<file path="src/sv/h2r_pkg.sv">
// Shared constants and types for the HSV to RGB converter pipeline.
package h2r_pkg;

    localparam logic [8:0]  HUE_FULL = 9'd360;
    localparam logic [5:0]  SEC_DEG  = 6'd60;
    localparam logic [6:0]  PCT_MAX  = 7'd100;
    // 100 * 60, the full scale of the ramp terms
    localparam logic [12:0] RAMP_MAX = 13'd6000;

    // Sector boundaries in degrees
    localparam logic [8:0] DEG_60  = 9'd60;
    localparam logic [8:0] DEG_120 = 9'd120;
    localparam logic [8:0] DEG_180 = 9'd180;
    localparam logic [8:0] DEG_240 = 9'd240;
    localparam logic [8:0] DEG_300 = 9'd300;

    // Channel scales: 255/100 = 51/20, 255/10000 = 51/2000, 255/600000 = 17/40000
    localparam logic [4:0]  MUL_17 = 5'd17;
    localparam logic [5:0]  MUL_51 = 6'd51;

    // Exact floor division by reciprocal after the power-of-two part is shifted out
    // ramp terms: /64 then /625
    localparam int          RAMP_PRE   = 6;
    localparam logic [17:0] RECIP_625  = 18'd214749;
    localparam int          SHIFT_625  = 27;
    // flat term: /16 then /125
    localparam int          FLAT_PRE   = 4;
    localparam logic [15:0] RECIP_125  = 16'd33555;
    localparam int          SHIFT_125  = 22;
    // peak term: /4 then /5
    localparam int          PEAK_PRE   = 2;
    localparam logic [10:0] RECIP_5    = 11'd1639;
    localparam int          SHIFT_5    = 13;

    // 60-degree hue sectors, named by the channel at peak and the one ramping
    typedef enum logic [2:0] {
        SEC_R_UP_G = 3'd0,
        SEC_G_DN_R = 3'd1,
        SEC_G_UP_B = 3'd2,
        SEC_B_DN_G = 3'd3,
        SEC_B_UP_R = 3'd4,
        SEC_R_DN_B = 3'd5
    } sector_t;

    // Front end result: sector, ramp terms and scaled value
    typedef struct packed {
        logic        valid;
        sector_t     sector;
        logic [6:0]  flat;   // 100 - s
        logic [12:0] down;   // 6000 - s*f
        logic [12:0] up;     // 6000 - s*(60-f)
        logic [10:0] v17;    // 17 * v
        logic [12:0] v51;    // 51 * v
    } h2r_frac_t;

endpackage

</file>
<file path="src/sv/h2r_front.sv">
// Front end stages: input clamp, sector split, ramp products.
module h2r_front
    import h2r_pkg::*;
(
    input  logic       clk,
    input  logic       rst_n,
    input  logic       in_valid,
    input  logic [8:0] hue,
    input  logic [6:0] saturation,
    input  logic [6:0] brightness,
    output h2r_frac_t  frac
);

    logic       s1_valid_reg;
    sector_t    s1_sector_reg;
    logic [5:0] s1_f_reg;
    logic [6:0] s1_s_reg;
    logic [6:0] s1_v_reg;

    logic [8:0] h_wrap;
    logic [8:0] base;
    sector_t    sector_next;
    logic [5:0] f_next;
    logic [6:0] s_next;
    logic [6:0] v_next;

    logic [5:0]  f_rest;
    logic [12:0] s_f;
    logic [12:0] s_rest;
    h2r_frac_t   frac_next;
    h2r_frac_t   frac_reg;

    // stage 1: wrap, clamp, sector
    always_comb
    begin
        h_wrap = (hue >= HUE_FULL) ? (hue - HUE_FULL) : hue;
        if (h_wrap < DEG_60)
        begin
            sector_next = SEC_R_UP_G;
            base        = 9'd0;
        end
        else if (h_wrap < DEG_120)
        begin
            sector_next = SEC_G_DN_R;
            base        = DEG_60;
        end
        else if (h_wrap < DEG_180)
        begin
            sector_next = SEC_G_UP_B;
            base        = DEG_120;
        end
        else if (h_wrap < DEG_240)
        begin
            sector_next = SEC_B_DN_G;
            base        = DEG_180;
        end
        else if (h_wrap < DEG_300)
        begin
            sector_next = SEC_B_UP_R;
            base        = DEG_240;
        end
        else
        begin
            sector_next = SEC_R_DN_B;
            base        = DEG_300;
        end
        f_next = 6'(h_wrap - base);
        s_next = (saturation > PCT_MAX) ? PCT_MAX : saturation;
        v_next = (brightness > PCT_MAX) ? PCT_MAX : brightness;
    end

    always_ff @(posedge clk or negedge rst_n)
    begin
        if (!rst_n)
        begin
            s1_valid_reg <= 1'b0;
        end
        else
        begin
            s1_valid_reg <= in_valid;
        end
    end

    always_ff @(posedge clk)
    begin
        s1_sector_reg <= sector_next;
        s1_f_reg      <= f_next;
        s1_s_reg      <= s_next;
        s1_v_reg      <= v_next;
    end

    // stage 2: ramp terms
    always_comb
    begin
        f_rest = SEC_DEG - s1_f_reg;
        s_f    = 13'(s1_s_reg) * 13'(s1_f_reg);
        s_rest = 13'(s1_s_reg) * 13'(f_rest);

        frac_next.valid  = s1_valid_reg;
        frac_next.sector = s1_sector_reg;
        frac_next.flat   = PCT_MAX - s1_s_reg;
        frac_next.down   = RAMP_MAX - s_f;
        frac_next.up     = RAMP_MAX - s_rest;
        frac_next.v17    = 11'(s1_v_reg) * 11'(MUL_17);
        frac_next.v51    = 13'(s1_v_reg) * 13'(MUL_51);
    end

    always_ff @(posedge clk or negedge rst_n)
    begin
        if (!rst_n)
        begin
            frac_reg.valid <= 1'b0;
        end
        else
        begin
            frac_reg <= frac_next;
        end
    end

    assign frac = frac_reg;

endmodule

</file>
<file path="src/sv/hsv_to_rgb_converter.sv">
// Top level: pipelined HSV to RGB conversion, one item per clock.
//
//  channel | signals                          | handshake
//  --------+----------------------------------+-------------------------------
//  input   | hue, saturation, brightness      | taken when start && !busy
//  result  | red, green, blue                 | done pulses for one cycle
//
//  One item per clock; busy never rises.
//  Five register stages; the last one drives done and the result.
//  Stage depth is set by the 18x18 reciprocal multiply in stage four.
//  Reset clears only the valid bits; nothing is in flight afterwards.
//  The receiver cannot stall, so the pipe never holds.
module hsv_to_rgb_converter
    import h2r_pkg::*;
(
    input  logic       clk,
    input  logic       rst_n,
    input  logic       start,
    output logic       busy,
    input  logic [8:0] hue,
    input  logic [6:0] saturation,
    input  logic [6:0] brightness,
    output logic       done,
    output logic [7:0] red,
    output logic [7:0] green,
    output logic [7:0] blue
);

    h2r_frac_t frac;

    logic [23:0] down_prod;
    logic [23:0] up_prod;
    logic [18:0] flat_prod;

    logic        s3_valid_reg;
    sector_t     s3_sector_reg;
    logic [17:0] s3_down_reg;
    logic [17:0] s3_up_reg;
    logic [14:0] s3_flat_reg;
    logic [10:0] s3_peak_reg;

    logic [35:0] down_q;
    logic [35:0] up_q;
    logic [30:0] flat_q;
    logic [21:0] peak_q;

    logic        s4_valid_reg;
    sector_t     s4_sector_reg;
    logic [7:0]  yc_reg;
    logic [7:0]  zc_reg;
    logic [7:0]  xc_reg;
    logic [7:0]  vc_reg;

    logic [7:0]  red_next;
    logic [7:0]  green_next;
    logic [7:0]  blue_next;
    logic        done_reg;
    logic [7:0]  red_reg;
    logic [7:0]  green_reg;
    logic [7:0]  blue_reg;

    assign busy = 1'b0;

    h2r_front u_front (
        .clk        (clk),
        .rst_n      (rst_n),
        .in_valid   (start),
        .hue        (hue),
        .saturation (saturation),
        .brightness (brightness),
        .frac       (frac)
    );

    // stage 3: scale by value, drop the power-of-two part of the divisor
    assign down_prod = 24'(frac.v17) * 24'(frac.down);
    assign up_prod   = 24'(frac.v17) * 24'(frac.up);
    assign flat_prod = 19'(frac.v51) * 19'(frac.flat);

    always_ff @(posedge clk or negedge rst_n)
    begin
        if (!rst_n)
        begin
            s3_valid_reg <= 1'b0;
        end
        else
        begin
            s3_valid_reg <= frac.valid;
        end
    end

    always_ff @(posedge clk)
    begin
        s3_sector_reg <= frac.sector;
        s3_down_reg   <= down_prod[RAMP_PRE +: 18];
        s3_up_reg     <= up_prod[RAMP_PRE +: 18];
        s3_flat_reg   <= flat_prod[FLAT_PRE +: 15];
        s3_peak_reg   <= frac.v51[PEAK_PRE +: 11];
    end

    // stage 4: exact floor division by the odd part via reciprocal
    assign down_q = 36'(s3_down_reg) * 36'(RECIP_625);
    assign up_q   = 36'(s3_up_reg) * 36'(RECIP_625);
    assign flat_q = 31'(s3_flat_reg) * 31'(RECIP_125);
    assign peak_q = 22'(s3_peak_reg) * 22'(RECIP_5);

    always_ff @(posedge clk or negedge rst_n)
    begin
        if (!rst_n)
        begin
            s4_valid_reg <= 1'b0;
        end
        else
        begin
            s4_valid_reg <= s3_valid_reg;
        end
    end

    always_ff @(posedge clk)
    begin
        s4_sector_reg <= s3_sector_reg;
        yc_reg        <= down_q[SHIFT_625 +: 8];
        zc_reg        <= up_q[SHIFT_625 +: 8];
        xc_reg        <= flat_q[SHIFT_125 +: 8];
        vc_reg        <= peak_q[SHIFT_5 +: 8];
    end

    // stage 5: route terms to channels
    always_comb
    begin
        case (s4_sector_reg)
            SEC_R_UP_G:
            begin
                red_next = vc_reg; green_next = zc_reg; blue_next = xc_reg;
            end
            SEC_G_DN_R:
            begin
                red_next = yc_reg; green_next = vc_reg; blue_next = xc_reg;
            end
            SEC_G_UP_B:
            begin
                red_next = xc_reg; green_next = vc_reg; blue_next = zc_reg;
            end
            SEC_B_DN_G:
            begin
                red_next = xc_reg; green_next = yc_reg; blue_next = vc_reg;
            end
            SEC_B_UP_R:
            begin
                red_next = zc_reg; green_next = xc_reg; blue_next = vc_reg;
            end
            default:
            begin
                red_next = vc_reg; green_next = xc_reg; blue_next = yc_reg;
            end
        endcase
    end

    always_ff @(posedge clk or negedge rst_n)
    begin
        if (!rst_n)
        begin
            done_reg <= 1'b0;
        end
        else
        begin
            done_reg <= s4_valid_reg;
        end
    end

    always_ff @(posedge clk)
    begin
        red_reg   <= red_next;
        green_reg <= green_next;
        blue_reg  <= blue_next;
    end

    assign done  = done_reg;
    assign red   = red_reg;
    assign green = green_reg;
    assign blue  = blue_reg;

    // every item comes out as a done strobe
    a_latency: assert property (@(posedge clk) disable iff (!rst_n)
        start |-> ##5 done)
        else $error("item lost in pipeline");

    a_no_phantom: assert property (@(posedge clk) disable iff (!rst_n)
        done |-> $past(start, 5))
        else $error("result without an item");

    a_grey: assert property (@(posedge clk) disable iff (!rst_n)
        (start && saturation == 7'd0) |-> ##5 (red == green && green == blue))
        else $error("zero saturation not grey");

    a_peak: assert property (@(posedge clk) disable iff (!rst_n)
        (start && brightness == 7'd100) |-> ##5
        (red == 8'd255 || green == 8'd255 || blue == 8'd255))
        else $error("full value lost its peak channel");

endmodule
</file>
<file path="config.mk">
export PLATFORM = sky130hd
export DESIGN_NAME = hsv_to_rgb_converter
export DESIGN_NICKNAME = d
export VERILOG_FILES = /design/src/sv/h2r_pkg.sv /design/src/sv/h2r_front.sv /design/src/sv/hsv_to_rgb_converter.sv
export SDC_FILE = /design/constraint.sdc
export NUM_CORES = 2
export LEC_CHECK = 0
export ABC_AREA = 1
export CAP_MARGIN = 0
export CORE_MARGIN = 3
export CORE_UTILIZATION = 30
export CTS_CLUSTER_SIZE = 30
export DETAILED_ROUTE_END_ITERATION = 16
export DONT_BUFFER_PORTS = 1
export PLACE_DENSITY = 0.47
export SLEW_MARGIN = 0
export SYNTH_ARGS = -nofsm -noshare
export SYNTH_HDL_FRONTEND = slang
export SYNTH_SLANG_ARGS = --single-unit
</file>
<file path="constraint.sdc">
create_clock -name clk -period 5.9 [get_ports clk]
set_input_delay 1.18 -clock clk [delete_from_list [all_inputs] [get_ports clk]]
set_output_delay 1.18 -clock clk [all_outputs]
set_load 0.02 [all_outputs]
</file>
# == Yosys cells after proc, flatten, opt, wreduce, memory -nomap -nowiden ==
# Index checks and enable logic that the tools add are counted.
# word_totals
regBits,212
elab_cells,79
in_bits,26
out_inout_bits,26
# op_classes
magnitude_cmp,8
eq_ne,4
n_reduce_logical,7
n_mul,11
n_addsub,6
n_mux,13
# ops
op,count
$pmux 8 s3,3
$mul 18x18->35 const B,2
$mul 11x13->24,2
$mul 15x16->30 const B,1
$mul 7x6->13,2
$sub 13x13->13 const A,2
$mux 6,4
$mul 11x11->21 const B,1
$mul 13x7->19,1
$lt 9x8->1 const B,2
$gt 7x7->1 const B,2
$mul 7x6->13 const B,1
$mul 7x5->11 const B,1
$reduce_or 2->1,5
$ge 9x9->1 const B,1
$lt 9x6->1 const B,1
$lt 9x7->1 const B,1
$lt 9x9->1 const B,1
$mux 9,1
$sub 9x9->9 const B,1
$sub 7x7->7 const A,1
$eq 3x2->1 const B,2
$sub 6x6->6,1
$sub 6x6->6 const A,1
7 further kinds,9

# == Logic depth before layout (Yosys ltp) ==
# logic_depth
depth_word,9
mapped_depth,24
ltp_nobuf,24

# == Cells and area by module ==
# Synthesis repeated with hierarchy kept, for this count alone.
# unflattened
cells_unflattened,5206
area_unflattened_um2,41521.1
# by_module_without_submodules
module,cells_each,instances,area_each_um2,seq_area_each_um2
hsv_to_rgb_converter,4448,1,34544.4,2557.5
h2r_front,758,1,6976.7,2252.2

# == Least setup slack after synthesis ==
# OpenSTA, ideal clock, no wires.
# synth_path
kind,register -> register
from,"reg u_front.frac_reg, in the netlist u_front.frac[15]"
to,reg s3_down_reg[17]
t_arrival_ns,4.633
slack_ns,1.154
required_ns,5.788
period_less_slack_ns,4.746
setup_ns,0.112
path_stages_with_launch,22
cell_sequence,edfxtp_1 clkbuf_1 clkbuf_1 nand2_1 fa_1 fa_1 inv_1 fa_1 fa_1 inv_1 fa_1 inv_1 ha_1 nand2_1 nor2_1 inv_1 nor2_1 a21oi_2 o21ai_2 nand2_1 nand3b_1 nand2_1
# synth_via
elab_chain_cells,1
# synth_rtl
item,line_no,source
"start, declared",h2r_front.sv:31,h2r_frac_t frac_reg;
"start signal, assigned",h2r_front.sv:116,frac_reg <= frac_next;
$mul 11x13->24,hsv_to_rgb_converter.sv:75,assign down_prod = 24'(frac.v17) * 24'(frac.down);
via down_prod[23],hsv_to_rgb_converter.sv:31,logic [23:0] down_prod;
"end signal, assigned",hsv_to_rgb_converter.sv:94,s3_down_reg <= down_prod[RAMP_PRE +: 18];
"end, declared",hsv_to_rgb_converter.sv:37,logic [17:0] s3_down_reg;
# The timed path passes the listed nets, and every way through them passes these cells.
# A chain may end at the register's enable or synchronous reset.

# == Worst setup path in the final report ==
# layout_path
from,"reg u_front.frac_reg, in the netlist u_front.frac[19]"
to,reg s3_down_reg[10]
# Same word-level chain as after synthesis.

==> results.json <==
{
  "grt_pass1_vias": 30200,
  "synth_edf_count": 58,
  "ys_seq_area_share_pct": 11.8,
  "fin_crit_ns": 5.38,
  "start_util_pct": 30.3,
  "die_w_um": 374,
  "clkSinkCount": 210,
  "synthSimpleGateAreaFrac_pct": 12.8,
  "synth_xor_area_share_pct": 2.75,
  "finalWeightedCongestion": 0.886,
  "nFillCells": 14300,
  "clk_latency_ns": 0.59,
  "synthMuxAreaShare_pct": 0,
  "ys.warnings.count": 0,
  "postSynthAreaPerCell_um2": 8.30,
  "status": "complete, no violations",
  "synth.cell_area_mm2": 0.0407,
  "preCtsSetupSlack_ns": 0.457,
  "wl_per_cell_um": 15.0,
  "post_cts_buffers": 0,
  "overflow": 0,
  "dieHeight_um": 374,
  "layout.nets": 6217,
  "clkTransAtPathRegs_ns": 0.06,
  "hp-class": "reg2reg",
  "synth-seq-cells": 210,
  "tightest_slew_ns": 0.882,
  "layout_commonest_cell": "inv_1",
  "finalSetupTns_ns": 0,
  "hpwl_mm": 87.9,
  "postCtsHoldBufs": 0,
  "cts_buffers": 28,
  "firstDrtPassIters": 5,
  "max_slew_margin_pct": 41.2,
  "cp-end-kind": "flip-flop",
  "critPathKind": "reg2reg",
  "crit_path_start_kind": "flip-flop",
  "wirelength_mm": 99.8,
  "cp_max_fo": 18,
  "finalHoldViolations": 0,
  "final_cell_mix": "1451 x inv_1, 857 x nand2_1, 714 x ha_1",
  "synth_compound_area_share_pct": 6.21,
  "fmax_mhz": 186,
  "portBuffers": 0,
  "drive_gt1_share_pct": 2.80,
  "maxCapViolCount": 0,
  "rsz0062_at_grt": "no",
  "drcViolationCount": 0,
  "ctsResizeCount": 0,
  "drtAntennaViolNets": 0,
  "cts_root_buffer": "clkbuf_16",
  "io_pins": 52,
  "die-area_mm2": 0.140,
  "grt_antenna_before_repair": 6,
  "viasPerCell": 4.39,
  "clk_path_buf_depth": 3,
  "synth_top_family_by_area": "adder cells",
  "htree_num_levels": 1,
  "fp-row-count": 134,
  "cp.required_ns": 6.37,
  "syn-num-nets": 6255,
  "grt_pass1_wl_mm": 163,
  "synth_fa_ha_area_share_pct": 52.1,
  "skew_ns": 0.0358,
  "fin_ws_ns": 0.515,
  "synth_cells": 4903,
  "finalSetupViolCount": 0,
  "synthArstFlopShare_pct": 2.38,
  "via_count": 29200,
  "track_usage_pct": 14.3,
  "ys_types": 54,
  "drt_iter0_drc": 1347,
  "maxSlewViolCount": 0,
  "grt_start_max_net_pins": 64,
  "layout_worst_path_cycle_share_pct": 91.3,
  "synth-main-ff-cell": "dfxtp_1",
  "largest_reg_flops": 59,
  "num_antenna_cells": 0,
  "core_area_mm2": 0.134,
  "arrival_ns": 5.86,
  "syn2layout_area_growth_pct": 7.14,
  "cts_tree": "yes"
}
per-layer routing:
layer	part of all wire [%]	vias to the layer above	global-route usage (%)
met1	52	14100	21.8
met4	1.4	0	2.24
met3	3.5	63	1.47
li1	-	14700	-
met5	0	-	0
met2	43	427	22.1
final timing paths:
| check | startpoint | end | slack [ns] | cells after the start |
|---|---|---|---|---|
| hold reg to reg | s3_sector_reg[0] | s4_sector_reg[0] | 0.33 | 0 |
| min in group asynchronous | rst_n | done | 0.34 | 0 |
| max in group asynchronous | rst_n | u_front.s1_valid_reg | 5.43 | 0 |
| hold / removal | s3_sector_reg[0] | s4_sector_reg[0] | 0.33 | 0 |
| setup reg to reg | u_front.frac[19] | s3_down_reg[10] | 0.52 | 17 |
| setup / recovery | u_front.frac[19] | s3_down_reg[10] | 0.52 | 17 |
final cells by class:
cell class / instances / area, um2 / area share, %
clock inverter: 15 / 149 / 0.341
clock buffer: 37 / 767 / 1.76
inverter: 1461 / 5490 / 12.6
multi-input combinational: 3148 / 30100 / 68.9
timing repair buffer: 16 / 120 / 0.275
sequential: 210 / 4810 / 11.0
tap: 1768 / 2210 / 5.07
kinds of logic after synthesis:
kind of cell             Yosys count
buffers and inverters           1545
adder cells (fa/ha/maj)         1326
AND/OR/NAND/NOR                 1265
AO/OA/AOI/OAI                    429
flip-flops                       210
XOR/XNOR                         127
other                              1
cell usage after synthesis, drive strengths merged (2+ instances only):
master,instances,area (um2)
a211oi,9,67.6
a21boi,8,60.1
a21o,23,174
a21oi,188,945
a221o,3,30.0
a221oi,4,35.0
a22oi,6,45.0
a31oi,16,100
buf,10,63.8
clkbuf,74,278
dfrtp,5,125
dfxtp,147,2940
edfxtp,58,1740
fa,612,12300
ha,714,8930
inv,1461,5490
nand2,885,3450
nand3,101,531
nand3b,5,37.5
nand4,18,113
nor2,204,803
nor3,34,180
nor4,7,43.8
o2111ai,14,123
o211ai,9,67.6
o21a,12,90.1
o21ai,98,505
o21bai,20,154
o22ai,13,81.3
o31ai,4,30.0
or2,9,56.3
or3,2,12.5
xnor2,35,314
xor2,92,806
metrics by stage:
step	hold WS (ns)	instances	utilization, %	instance area (um2)
2_1_floorplan	0.310	4903	-	40700
3_3_place_gp	0.325	6603	31.8	42700
3_5_place_dp	0.318	6603	31.8	42700
4_1_cts	0.287	6655	32.5	43600
5_1_grt	0.288	6655	32.5	43600
6_report	0.329	6655	32.5	43600
critical path, cell delays in order, from the launching register on:
cell and delay, ns:
edfxtp_1 0.92, nand2_1 0.17, fa_1 0.53, inv_1 0.05, fa_1 0.54, fa_1 0.44, fa_1 0.49, inv_1 0.05
fa_1 0.47, inv_1 0.04, ha_1 0.38, nand2_1 0.13, nor2_1 0.13, inv_1 0.05, o21ai_0 0.23, a21oi_1 0.11
o21ai_0 0.23, xor2_1 0.31
Power is left out: the tool's default activity adds up to more than one toggle a clock period on the data nets, which glitch-free logic cannot reach.
